<file path="src/hw/rtl/tcce_pkg.sv">
package tcce_pkg;

	typedef enum logic [1:0] {
		KIND_WRITE  = 2'd0,
		KIND_SCROLL = 2'd1,
		KIND_CURSOR = 2'd2
	} kind_t;

	localparam logic FUNC_PUT  = 1'b0;
	localparam logic FUNC_MARK = 1'b1;

	localparam logic [7:0] CHAR_NEWLINE   = 8'd10;
	localparam logic [7:0] CHAR_TAB       = 8'd9;
	localparam logic [7:0] CHAR_BACKSPACE = 8'd8;
	localparam logic [7:0] CHAR_SPACE     = 8'd32;

	localparam int TAB_BITS = 2;
	localparam int TAB_STOP = 1 << TAB_BITS;

	localparam logic [7:0] COLOR_RESET = 8'd2;
	localparam int MAX_RESULTS = 3;

	typedef struct packed {
		kind_t       kind;
		logic [4:0]  cell_row;
		logic [6:0]  cell_column;
		logic [15:0] cell_value;
		logic [10:0] cursor_position;
		logic        last;
	} res_t;

endpackage

</file>
<file path="src/hw/rtl/tcce_step.sv">
module tcce_step #(
	parameter int SCREEN_WIDTH  = 80,
	parameter int SCREEN_HEIGHT = 25,
	parameter int RW = $clog2(SCREEN_HEIGHT + 1),
	parameter int CW = $clog2(SCREEN_WIDTH + 1)
) (
	input  logic                   func,
	input  logic [7:0]             char_code,
	input  logic [7:0]             text_color,
	input  logic [RW-1:0]          row,
	input  logic [CW-1:0]          column,
	input  logic [10:0]            back_limit,
	output logic [RW-1:0]          row_next,
	output logic [CW-1:0]          column_next,
	output logic [10:0]            back_limit_next,
	output logic [1:0]             res_count,
	output tcce_pkg::res_t         res [tcce_pkg::MAX_RESULTS]
);
	import tcce_pkg::*;

	localparam logic [RW-1:0] H_C    = RW'(SCREEN_HEIGHT);
	localparam logic [RW-1:0] HM1_C  = RW'(SCREEN_HEIGHT - 1);
	localparam logic [CW-1:0] W_C    = CW'(SCREEN_WIDTH);
	localparam logic [CW:0]   W_EXT  = (CW+1)'(SCREEN_WIDTH);
	localparam logic [CW:0]   TAB_EXT = (CW+1)'(TAB_STOP);

	function automatic logic [10:0] cur_of(input logic [RW-1:0] r, input logic [CW-1:0] c);
		logic [31:0] p;
		p = 32'(r) * 32'(SCREEN_WIDTH) + 32'(c);
		return p[10:0];
	endfunction

	function automatic res_t mk_res(input kind_t k, input logic [RW-1:0] r,
		input logic [CW-1:0] c, input logic [15:0] v, input logic [10:0] cur);
		res_t x;
		x.kind            = k;
		x.cell_row        = 5'(r);
		x.cell_column     = 7'(c);
		x.cell_value      = v;
		x.cursor_position = cur;
		x.last            = 1'b0;
		return x;
	endfunction

	logic [RW-1:0] nrow;
	logic [CW-1:0] ncol;
	logic [CW:0]   tab_c;
	logic [1:0]    n;

	always_comb begin
		nrow            = row;
		ncol            = column;
		back_limit_next = back_limit;
		n               = 2'd0;
		tab_c           = '0;
		for (int i = 0; i < MAX_RESULTS; i++) begin
			res[i] = '0;
		end
		if (func == FUNC_MARK) begin
			back_limit_next = cur_of(row, column);
		end else begin
			// pending wrap, then pending scroll
			if (column >= W_C) begin
				ncol = '0;
				nrow = row + RW'(1);
			end
			if (nrow >= H_C) begin
				nrow   = HM1_C;
				ncol   = '0;
				res[0] = mk_res(KIND_SCROLL, '0, '0, '0, cur_of(HM1_C, '0));
				n      = 2'd1;
			end
			unique case (char_code)
				CHAR_NEWLINE: begin
					ncol   = '0;
					nrow   = nrow + RW'(1);
					res[n] = mk_res(KIND_CURSOR, '0, '0, '0, cur_of(nrow, ncol));
					n      = n + 2'd1;
				end
				CHAR_TAB: begin
					tab_c = {1'b0, ncol[CW-1:TAB_BITS], TAB_BITS'(0)} + TAB_EXT;
					ncol  = (tab_c > W_EXT) ? W_C : tab_c[CW-1:0];
					res[n] = mk_res(KIND_CURSOR, '0, '0, '0, cur_of(nrow, ncol));
					n      = n + 2'd1;
				end
				CHAR_BACKSPACE: begin
					if (cur_of(nrow, ncol) > back_limit && ncol != '0) begin
						ncol   = ncol - CW'(1);
						res[n] = mk_res(KIND_WRITE, nrow, ncol, {text_color, CHAR_SPACE},
							cur_of(nrow, ncol));
						res[n + 2'd1] = mk_res(KIND_CURSOR, '0, '0, '0, cur_of(nrow, ncol));
						n      = n + 2'd2;
					end
				end
				default: begin
					res[n] = mk_res(KIND_WRITE, nrow, ncol, {text_color, char_code},
						cur_of(nrow, ncol + CW'(1)));
					ncol   = ncol + CW'(1);
					res[n + 2'd1] = mk_res(KIND_CURSOR, '0, '0, '0, cur_of(nrow, ncol));
					n      = n + 2'd2;
				end
			endcase
		end
		for (int i = 0; i < MAX_RESULTS; i++) begin
			res[i].last = (2'(i) == n - 2'd1) && (n != 2'd0);
		end
		row_next    = nrow;
		column_next = ncol;
		res_count   = n;
	end

endmodule

</file>
<file path="src/hw/rtl/text_console_cursor_engine_core.sv">
// text console cursor engine
// input stream: s_tdata carries a character byte, s_tuser selects put (0) or
// mark of the current cursor as backspace limit (1). one request is taken per
// cycle while the result buffer is empty or its final result leaves.
// output stream: zero to three results per request, m_tuser gives the kind (cell write,
// scroll up, cursor update), m_tlast flags the final result of an input.
// each input yields zero to three results; they appear in the cycle after the
// input is taken, one per cycle while m_tready is high.
// the next input is taken in the cycle its predecessor's last result is taken;
// the bound is the single output channel draining the three-entry buffer.
// stalling m_tready holds the current result and blocks new input.
// cfg_we writes the text color attribute; write it only while idle.
// reset clears cursor, backspace limit and buffer, and sets the color to 2.
module text_console_cursor_engine_core #(
	parameter int SCREEN_WIDTH  = 80,
	parameter int SCREEN_HEIGHT = 25
) (
	input  logic        clk,
	input  logic        arst_n,
	input  logic        s_tvalid,
	output logic        s_tready,
	input  logic [7:0]  s_tdata,   // char_code
	input  logic [0:0]  s_tuser,   // func
	output logic        m_tvalid,
	input  logic        m_tready,
	output logic [39:0] m_tdata,   // cell_row, cell_column, cell_value, cursor_position
	output logic [1:0]  m_tuser,   // kind
	output logic        m_tlast,
	input  logic        cfg_we,
	input  logic [7:0]  cfg_wdata
);
	import tcce_pkg::*;

	localparam int RW = $clog2(SCREEN_HEIGHT + 1);
	localparam int CW = $clog2(SCREEN_WIDTH + 1);

	logic [RW-1:0] row_q, row_next;
	logic [CW-1:0] col_q, col_next;
	logic [10:0]   lim_q, lim_next;
	logic [7:0]    color_q;
	res_t          buf_q [MAX_RESULTS];
	res_t          res_c [MAX_RESULTS];
	logic [1:0]    cnt_q, idx_q, res_count;
	res_t          head;
	logic          accept, pop;

	tcce_step #(
		.SCREEN_WIDTH (SCREEN_WIDTH),
		.SCREEN_HEIGHT(SCREEN_HEIGHT),
		.RW           (RW),
		.CW           (CW)
	) u_step (
		.func           (s_tuser[0]),
		.char_code      (s_tdata),
		.text_color     (color_q),
		.row            (row_q),
		.column         (col_q),
		.back_limit     (lim_q),
		.row_next       (row_next),
		.column_next    (col_next),
		.back_limit_next(lim_next),
		.res_count      (res_count),
		.res            (res_c)
	);

	assign head     = buf_q[idx_q];
	assign m_tvalid = idx_q < cnt_q;
	assign m_tuser  = head.kind;
	assign m_tlast  = head.last;
	assign m_tdata  = {1'b0, head.cursor_position, head.cell_value,
		head.cell_column, head.cell_row};
	assign pop      = m_tvalid && m_tready;
	assign s_tready = !m_tvalid || (m_tready && head.last);
	assign accept   = s_tvalid && s_tready;

	always_ff @(posedge clk or negedge arst_n) begin
		if (!arst_n) begin
			row_q   <= '0;
			col_q   <= '0;
			lim_q   <= '0;
			color_q <= COLOR_RESET;
			cnt_q   <= '0;
			idx_q   <= '0;
		end else begin
			if (cfg_we) begin
				color_q <= cfg_wdata;
			end
			priority if (accept) begin
				row_q <= row_next;
				col_q <= col_next;
				lim_q <= lim_next;
				cnt_q <= res_count;
				idx_q <= '0;
			end else if (pop) begin
				if (head.last) begin
					cnt_q <= '0;
					idx_q <= '0;
				end else begin
					idx_q <= idx_q + 2'd1;
				end
			end
		end
	end

	always_ff @(posedge clk) begin
		if (accept) begin
			buf_q <= res_c;
		end
	end

endmodule

</file>
<file path="config.mk">
export PLATFORM = sky130hd
export DESIGN_NAME = text_console_cursor_engine_core
export DESIGN_NICKNAME = d
export VERILOG_FILES = /design/src/hw/rtl/tcce_pkg.sv /design/src/hw/rtl/tcce_step.sv /design/src/hw/rtl/text_console_cursor_engine_core.sv
export SDC_FILE = /design/constraint.sdc
export NUM_CORES = 1
export LEC_CHECK = 0
export CORE_MARGIN = 5
export CORE_UTILIZATION = 48
export DETAILED_ROUTE_END_ITERATION = 10
export DONT_BUFFER_PORTS = 1
export PLACE_DENSITY = 0.62
export SYNTH_ARGS = -nofsm -noshare
export SYNTH_HDL_FRONTEND = slang
export SYNTH_SLANG_ARGS = --single-unit
</file>
<file path="constraint.sdc">
create_clock -name clk -period 12.9 [get_ports clk]
set_input_delay 0 -clock clk [delete_from_list [all_inputs] [get_ports clk]]
set_output_delay 0 -clock clk [all_outputs]
set_load 0.02 [all_outputs]
</file>
# == Word-level counts from Yosys, hierarchy flattened ==
# Index checks and enable logic that the tools add are counted.
# word_totals
register_bits,161
out_inout_bits,45
elab_cells,119
# classes
addsub,14
n_mul,3
order_cmp,10
n_eq_ne,5
muxes,39
n_bitwise,4
reduce_logical,20
# ops
op,count
bitwise mux 126 bit,6
case mux 126 bit (3 select lines),1
2-to-1 mux 42 bit,5
demux 42 bit (select 2 bit),2
2-to-1 mux 126 bit,1
binary-select mux 42 bit (select 2 bit),1
adder 11 x 7 -> 11 bit,5
2-to-1 mux 41 bit,1
2-to-1 mux 7 bit,5
2-to-1 mux 5 bit,5
"== test 8 x 4 -> 1 bit, second input constant",3
"multiplier 5 x 3 -> 7 bit, second input constant",3
case mux 7 bit (3 select lines),1
2-to-1 mux 2 bit,9
greater-than comparator 11 bit,1
"adder 5 x 1 -> 5 bit, second input constant",2
">= comparator 3 bit, second input constant",3
logical AND 1 bit,9
inverter 2 -> 3 bit,3
"adder 7 x 3 -> 8 bit, second input constant",1
"greater-than comparator 8 x 7 -> 1 bit, second input constant",1
"adder 7 x 1 -> 7 bit, second input constant",1
">= comparator 7 bit, second input constant",1
nonzero test 7 bit,1
other kinds (18),24

# == Logic depth before layout (Yosys ltp) ==
# depth
word_depth,16
mapped_depth,24
depth_no_buf,23

# == By module ==
# A second synthesis with hierarchy kept.
# unflattened
hier_cells,1038
hier_area_um2,10481.3
# by_module_without_submodules
mod,n_inst,cells_each,area_per_inst_um2,seq_area_each_um2
text_console_cursor_engine_core,1,364,6175.9,4660.7
tcce_step,1,674,4305.4,0.0

# == Worst setup path after synthesis ==
# No wires, ideal clock.
# synth_timing
path_kind,register to register
start,register idx_q[0]
end,register lim_q[0]
setup_ns,0.128
arrival_time_ns,7.286
setup_slack_ns,5.486
stages_incl_launch_ff,8
path_buffers,1
synth_period_minus_slack_ns,7.414
cell_sequence,dfrtp_1 -> clkbuf_1 -> nor2b_1 -> o2bb2ai_1 -> a21boi_0 -> nor2b_1 -> nand2_1 -> mux2_2
# synth_between
elab_chain_len,8
word_cells_on_any_way,10
cone_classes,order compare (1); mux (3); bitwise (1); reduce/logical (5)
# synth_lines
element,line,rtl
from (decl),text_console_cursor_engine_core.sv:43,"logic [1:0] cnt_q, idx_q, res_count;"
from (signal assigned),text_console_cursor_engine_core.sv:99,idx_q <= idx_q + 2'd1;
inverter 2 -> 3 bit (implied by the code),text_console_cursor_engine_core.sv:66,assign head = buf_q[idx_q];
binary-select mux 42 bit (select 2 bit),text_console_cursor_engine_core.sv:66,
2-to-1 mux 42 bit (implied by the code) (2 in series),text_console_cursor_engine_core.sv:66,
named net m_tlast,text_console_cursor_engine_core.sv:28,"output logic m_tlast,"
logical AND 1 bit,text_console_cursor_engine_core.sv:73,assign s_tready = !m_tvalid || (m_tready && head.last);
logical OR 1 bit,text_console_cursor_engine_core.sv:73,
logical AND 1 bit,text_console_cursor_engine_core.sv:74,assign accept = s_tvalid && s_tready;
named net accept,text_console_cursor_engine_core.sv:45,"logic accept, pop;"
AND reduction 2 bit (no source line),n/a,
to (signal assigned),text_console_cursor_engine_core.sv:91,lim_q <= lim_next;
to (decl),text_console_cursor_engine_core.sv:39,"logic [10:0] lim_q, lim_next;"
# The timed path passes the listed nets, and every way through them passes these cells. The select of a mux whose other input is x is not followed.
# A chain may end at the register's enable or synchronous reset.

# == Worst setup path in the final report ==
# layout_timing
start,register col_q[4]
end,"register buf_q[11] in the netlist's numbering, data pin"
# layout_between
elab_chain_len,15
word_cells_on_any_way,47
cone_classes,add/sub (9); mul (2); order compare (8); mux (22); bitwise (2); reduce/logical (4)
# layout_lines
element,line,rtl
from (decl),text_console_cursor_engine_core.sv:38,"logic [CW-1:0] col_q, col_next;"
from (signal assigned),text_console_cursor_engine_core.sv:90,col_q <= col_next;
"parallel branches: the longest is 14 deep, another holds adder 11 x 7 -> 11 bit",n/a,
case mux 126 bit (3 select lines) (*),tcce_step.sv:73,unique case (char_code)
to (signal assigned),text_console_cursor_engine_core.sv:107,buf_q <= res_c;
to (decl),text_console_cursor_engine_core.sv:41,res_t buf_q [MAX_RESULTS];
# Mark *: on every way between the ends. The select of a mux whose other input is x is not followed.

==> run_results.csv <==
group,metric,value,unit
outcome,status,"complete, no violations",
detailed_routing,vias,6682,
worst_setup_path,r2r-start,"col_q[4]",
timing,period_needed,7.04,ns
cts,htreeDepth,4,
detailed_routing,ant_nets,0,
logic_synthesis,avgSynthCellArea,9.76,µm²
worst_setup_path,critical-path-max-stage-delay,0.83,ns
logic_synthesis,synth_edf_count,95,
grt,gr-total-overflow,0,
cts,cts.sinks,130,
timing,max_freq,142,MHz
power,power_density,304,nW/µm²
power,ir_drop,0.126,mV
cts,path_clk_slew,0.07,ns
logic_synthesis,yosysTopAreaCell,"edfxtp_1",
logic_synthesis,seq_area_frac_synth,43.1,%
detailed_routing,via_per_inst,5.89,
timing,tightest_slew,1.25,ns
worst_setup_path,worst-r2r-setup-slack,5.86,ns
finish,final_cell_mix,"97 x nor2_1, 95 x edfxtp_1, 63 x nand2_1, 53 x ha_1, 51 x o21ai_0",
detailed_routing,wl_per_cell,20.5,µm
worst_setup_path,crit_slowest_cell,"o21ai_1",
floorplan,row_count,49,
finish,drive_gt1_share,8.94,%
logic_synthesis,synth_area_leaders,"edfxtp_1 33%, dfrtp_1 9.8%, ha_1 7.7%",
worst_setup_path,timing.critical_path.arrival,7.31,ns
timing,rsz0062_at_grt,"no",
power,p_seq_share,24.9,%
worst_setup_path,crit_type,"reg -> reg",
timing,hold_viol,0,
grt,grt_pass1_vias,6604,
floorplan,io_pins,67,
logic_synthesis,yosys.cell_types.count,67,
worst_setup_path,crit_chain,"o21ai_1, o21ai_0, a22oi_1, nor2_1, ha_1, fa_1, xor2_1, nand2_1, nor2_1, xnor2_1, ha_1, nand4_1, or4_1, o211ai_1, or3_1, nand2b_1, a211oi_2, a221oi_1, o22ai_1",
power,comb_power_share,58.3,%
floorplan,die-area,20800,µm²
floorplan,initial_core_util,48.5,%
detailed_routing,wl,23200,µm
floorplan,die-width,144,µm
grt,antenna_found_initial,0,
finish,antenna_cells,0,
grt,grt_first_pass_wirelength,36700,µm
worst_setup_path,endpoint_kind,"flip-flop",
logic_synthesis,syn_inst,887,
grt,grt_max_degree,93,
cts,cts_setup_buffers,0,
floorplan,die_h,144,µm
timing,fin_setup_tns,0,ns
power,power.internal,1.55,mW
power,pwr-share-clk,16.8,%
timing,slew_headroom,16.6,%
cts,cts_tree,"yes",
logic_synthesis,synth_top_area_share,33.0,%
logic_synthesis,synth-seq-cells,130,
finish,final_core_util,54.5,%
finish,nets,975,
timing,finalClockSkew,0.0116,ns
power,leakage,3.93,nW
worst_setup_path,path_max_fanout,14,
grt,grt_usage,23.0,%
placed_design,place_hpwl,16800,µm
cts,clock_path_buffers,2,
detailed_routing,drc,0,
logic_synthesis,yosysWarnings,0,
finish,mostFrequentLayoutCell,"nor2_1",
timing,slew_violations,0,
power,p_switching,1.41,mW
worst_setup_path,r2r_cells,19,
placed_design,gp_congestion,0.956,
placed_design,pre_cts_slack,5.96,ns
detailed_routing,drt-initial-drc-count,633,
logic_synthesis,synth_area,8650,µm²
placed_design,port_buffers,0,
cts,cts_buffers,17,
cts,insertion_delay,0.43,ns
floorplan,coreArea,17800,µm²
worst_setup_path,rr_endpoint,"buf_q[11]",
power,switching_share,47.7,%
logic_synthesis,ys.flop_type,"edfxtp_1",
timing,fin_ws,5.86,ns
cts,root_buffer,"clkbuf_16",
logic_synthesis,synthArstFlopShare,26.9,%
run,drv_cap,0,
timing,setup_viol,0,
worst_hold_path,hold_path_class,"in -> async",
worst_setup_path,required,13.17,ns
timing,post-route-period-util,54.6,%
finish,syn2layout_area_growth,12.3,%
worst_setup_path,worstSetupStartpointType,"flip-flop",
detailed_routing,drt_pass1_iterations,5,
==> registers in the layout, indices dropped and copies added, names as in the netlist <==
name and flops:
idx_q 2, col_q 7, row_q 5, color_q 8, cnt_q 2, buf_q 95
lim_q 11
==> Yosys cell counts, types with 9 or more instances <==
master / count
inv_1: 45
a211oi_1: 18
o21ai_0: 51
mux2_2: 15
nor2_1: 98
nor3_1: 18
edfxtp_1: 95
mux2i_1: 45
xnor2_1: 30
and2_1: 24
or3_1: 9
and3_1: 16
dfrtp_1: 34
nand2_1: 63
clkbuf_1: 43
a21oi_1: 46
a22oi_1: 10
nand2b_1: 10
nand3_1: 15
xor2_1: 19
ha_1: 53
==> worst max-delay path: cells and delay by family (launching register included) <==
kind,cells,cell delay [ns]
flip-flops,1,0.54
adder cells (fa/ha/maj),3,1.04
AO/OA/AOI/OAI,7,2.78
XOR/XNOR,2,0.75
AND/OR/NAND/NOR,7,1.77
==> kinds of logic (layout without fill, tap and decap cells) <==
family	after synthesis	in the layout	share of synthesized area, %
fa+ha+maj	60	60	9.28
other cells	1	4	0.0433
flops	130	130	43.1
mux	60	60	7.16
buf+inv	103	119	4.71
xor+xnor	51	51	5.33
simple gates	288	288	15.9
compound gates	194	194	14.4
==> through the flow <==
stage	power, mW	hold slack, ns	instances	cell area [µm²]
detailed placement	2.44	-0.293	1073	8820
CTS	2.96	0.0160	1135	9720
global placement	2.41	-0.293	1073	8820
global route	3.19	0.0412	1135	9720
floorplan	2.01	-0.296	890	8670
finish	2.95	0.0137	1135	9720
==> metal layers <==
metal  GRT usage [%]  vias to the layer above  wire length (µm)
li1                -                     3199                 -
met1            31.5                     3204             10100
met2            37.4                      252             11200
met3            4.66                       27              1500
met4            6.33                        0               393
met5               0                        -                 0
==> final cells by class <==
cell class | count | area, µm²
clock buffer | 18 | 429
clock inverter | 14 | 166
fill | 1570 | 8120
inverter | 47 | 176
multi-input combinational | 657 | 4550
sequential | 130 | 3730
tap | 229 | 287
timing repair buffer | 40 | 385
==> repair_timing <==
item                       4_1_cts  5_1_grt
hold buffers                    30        0
gates resized for setup          0        0
hold endpoints to repair        97        0
setup endpoints to repair        0        0
==> power by group through the flow <==
stage	combinational (mW)	sequential [mW]	clock [mW]
CTS	1.72	0.737	0.503
detailed placement	1.69	0.745	0
finish	1.72	0.736	0.495
floorplan	1.31	0.700	0
global placement	1.67	0.737	0
global route	1.91	0.756	0.522
==> how the worst max path moves through the flow <==
stage               startpoint   endpoint  slack, ns  cells after the start
detailed placement    col_q[4]  buf_q[11]       5.96                     19
global placement      col_q[6]  buf_q[11]       6.20                     19
CTS                   col_q[4]  buf_q[11]       5.92                     19
global route          col_q[4]  buf_q[11]       5.30                     19
finish                col_q[4]  buf_q[11]       5.86                     19
floorplan             idx_q[0]   lim_q[0]       5.49                      7
Power figures use the tool's default switching activity.
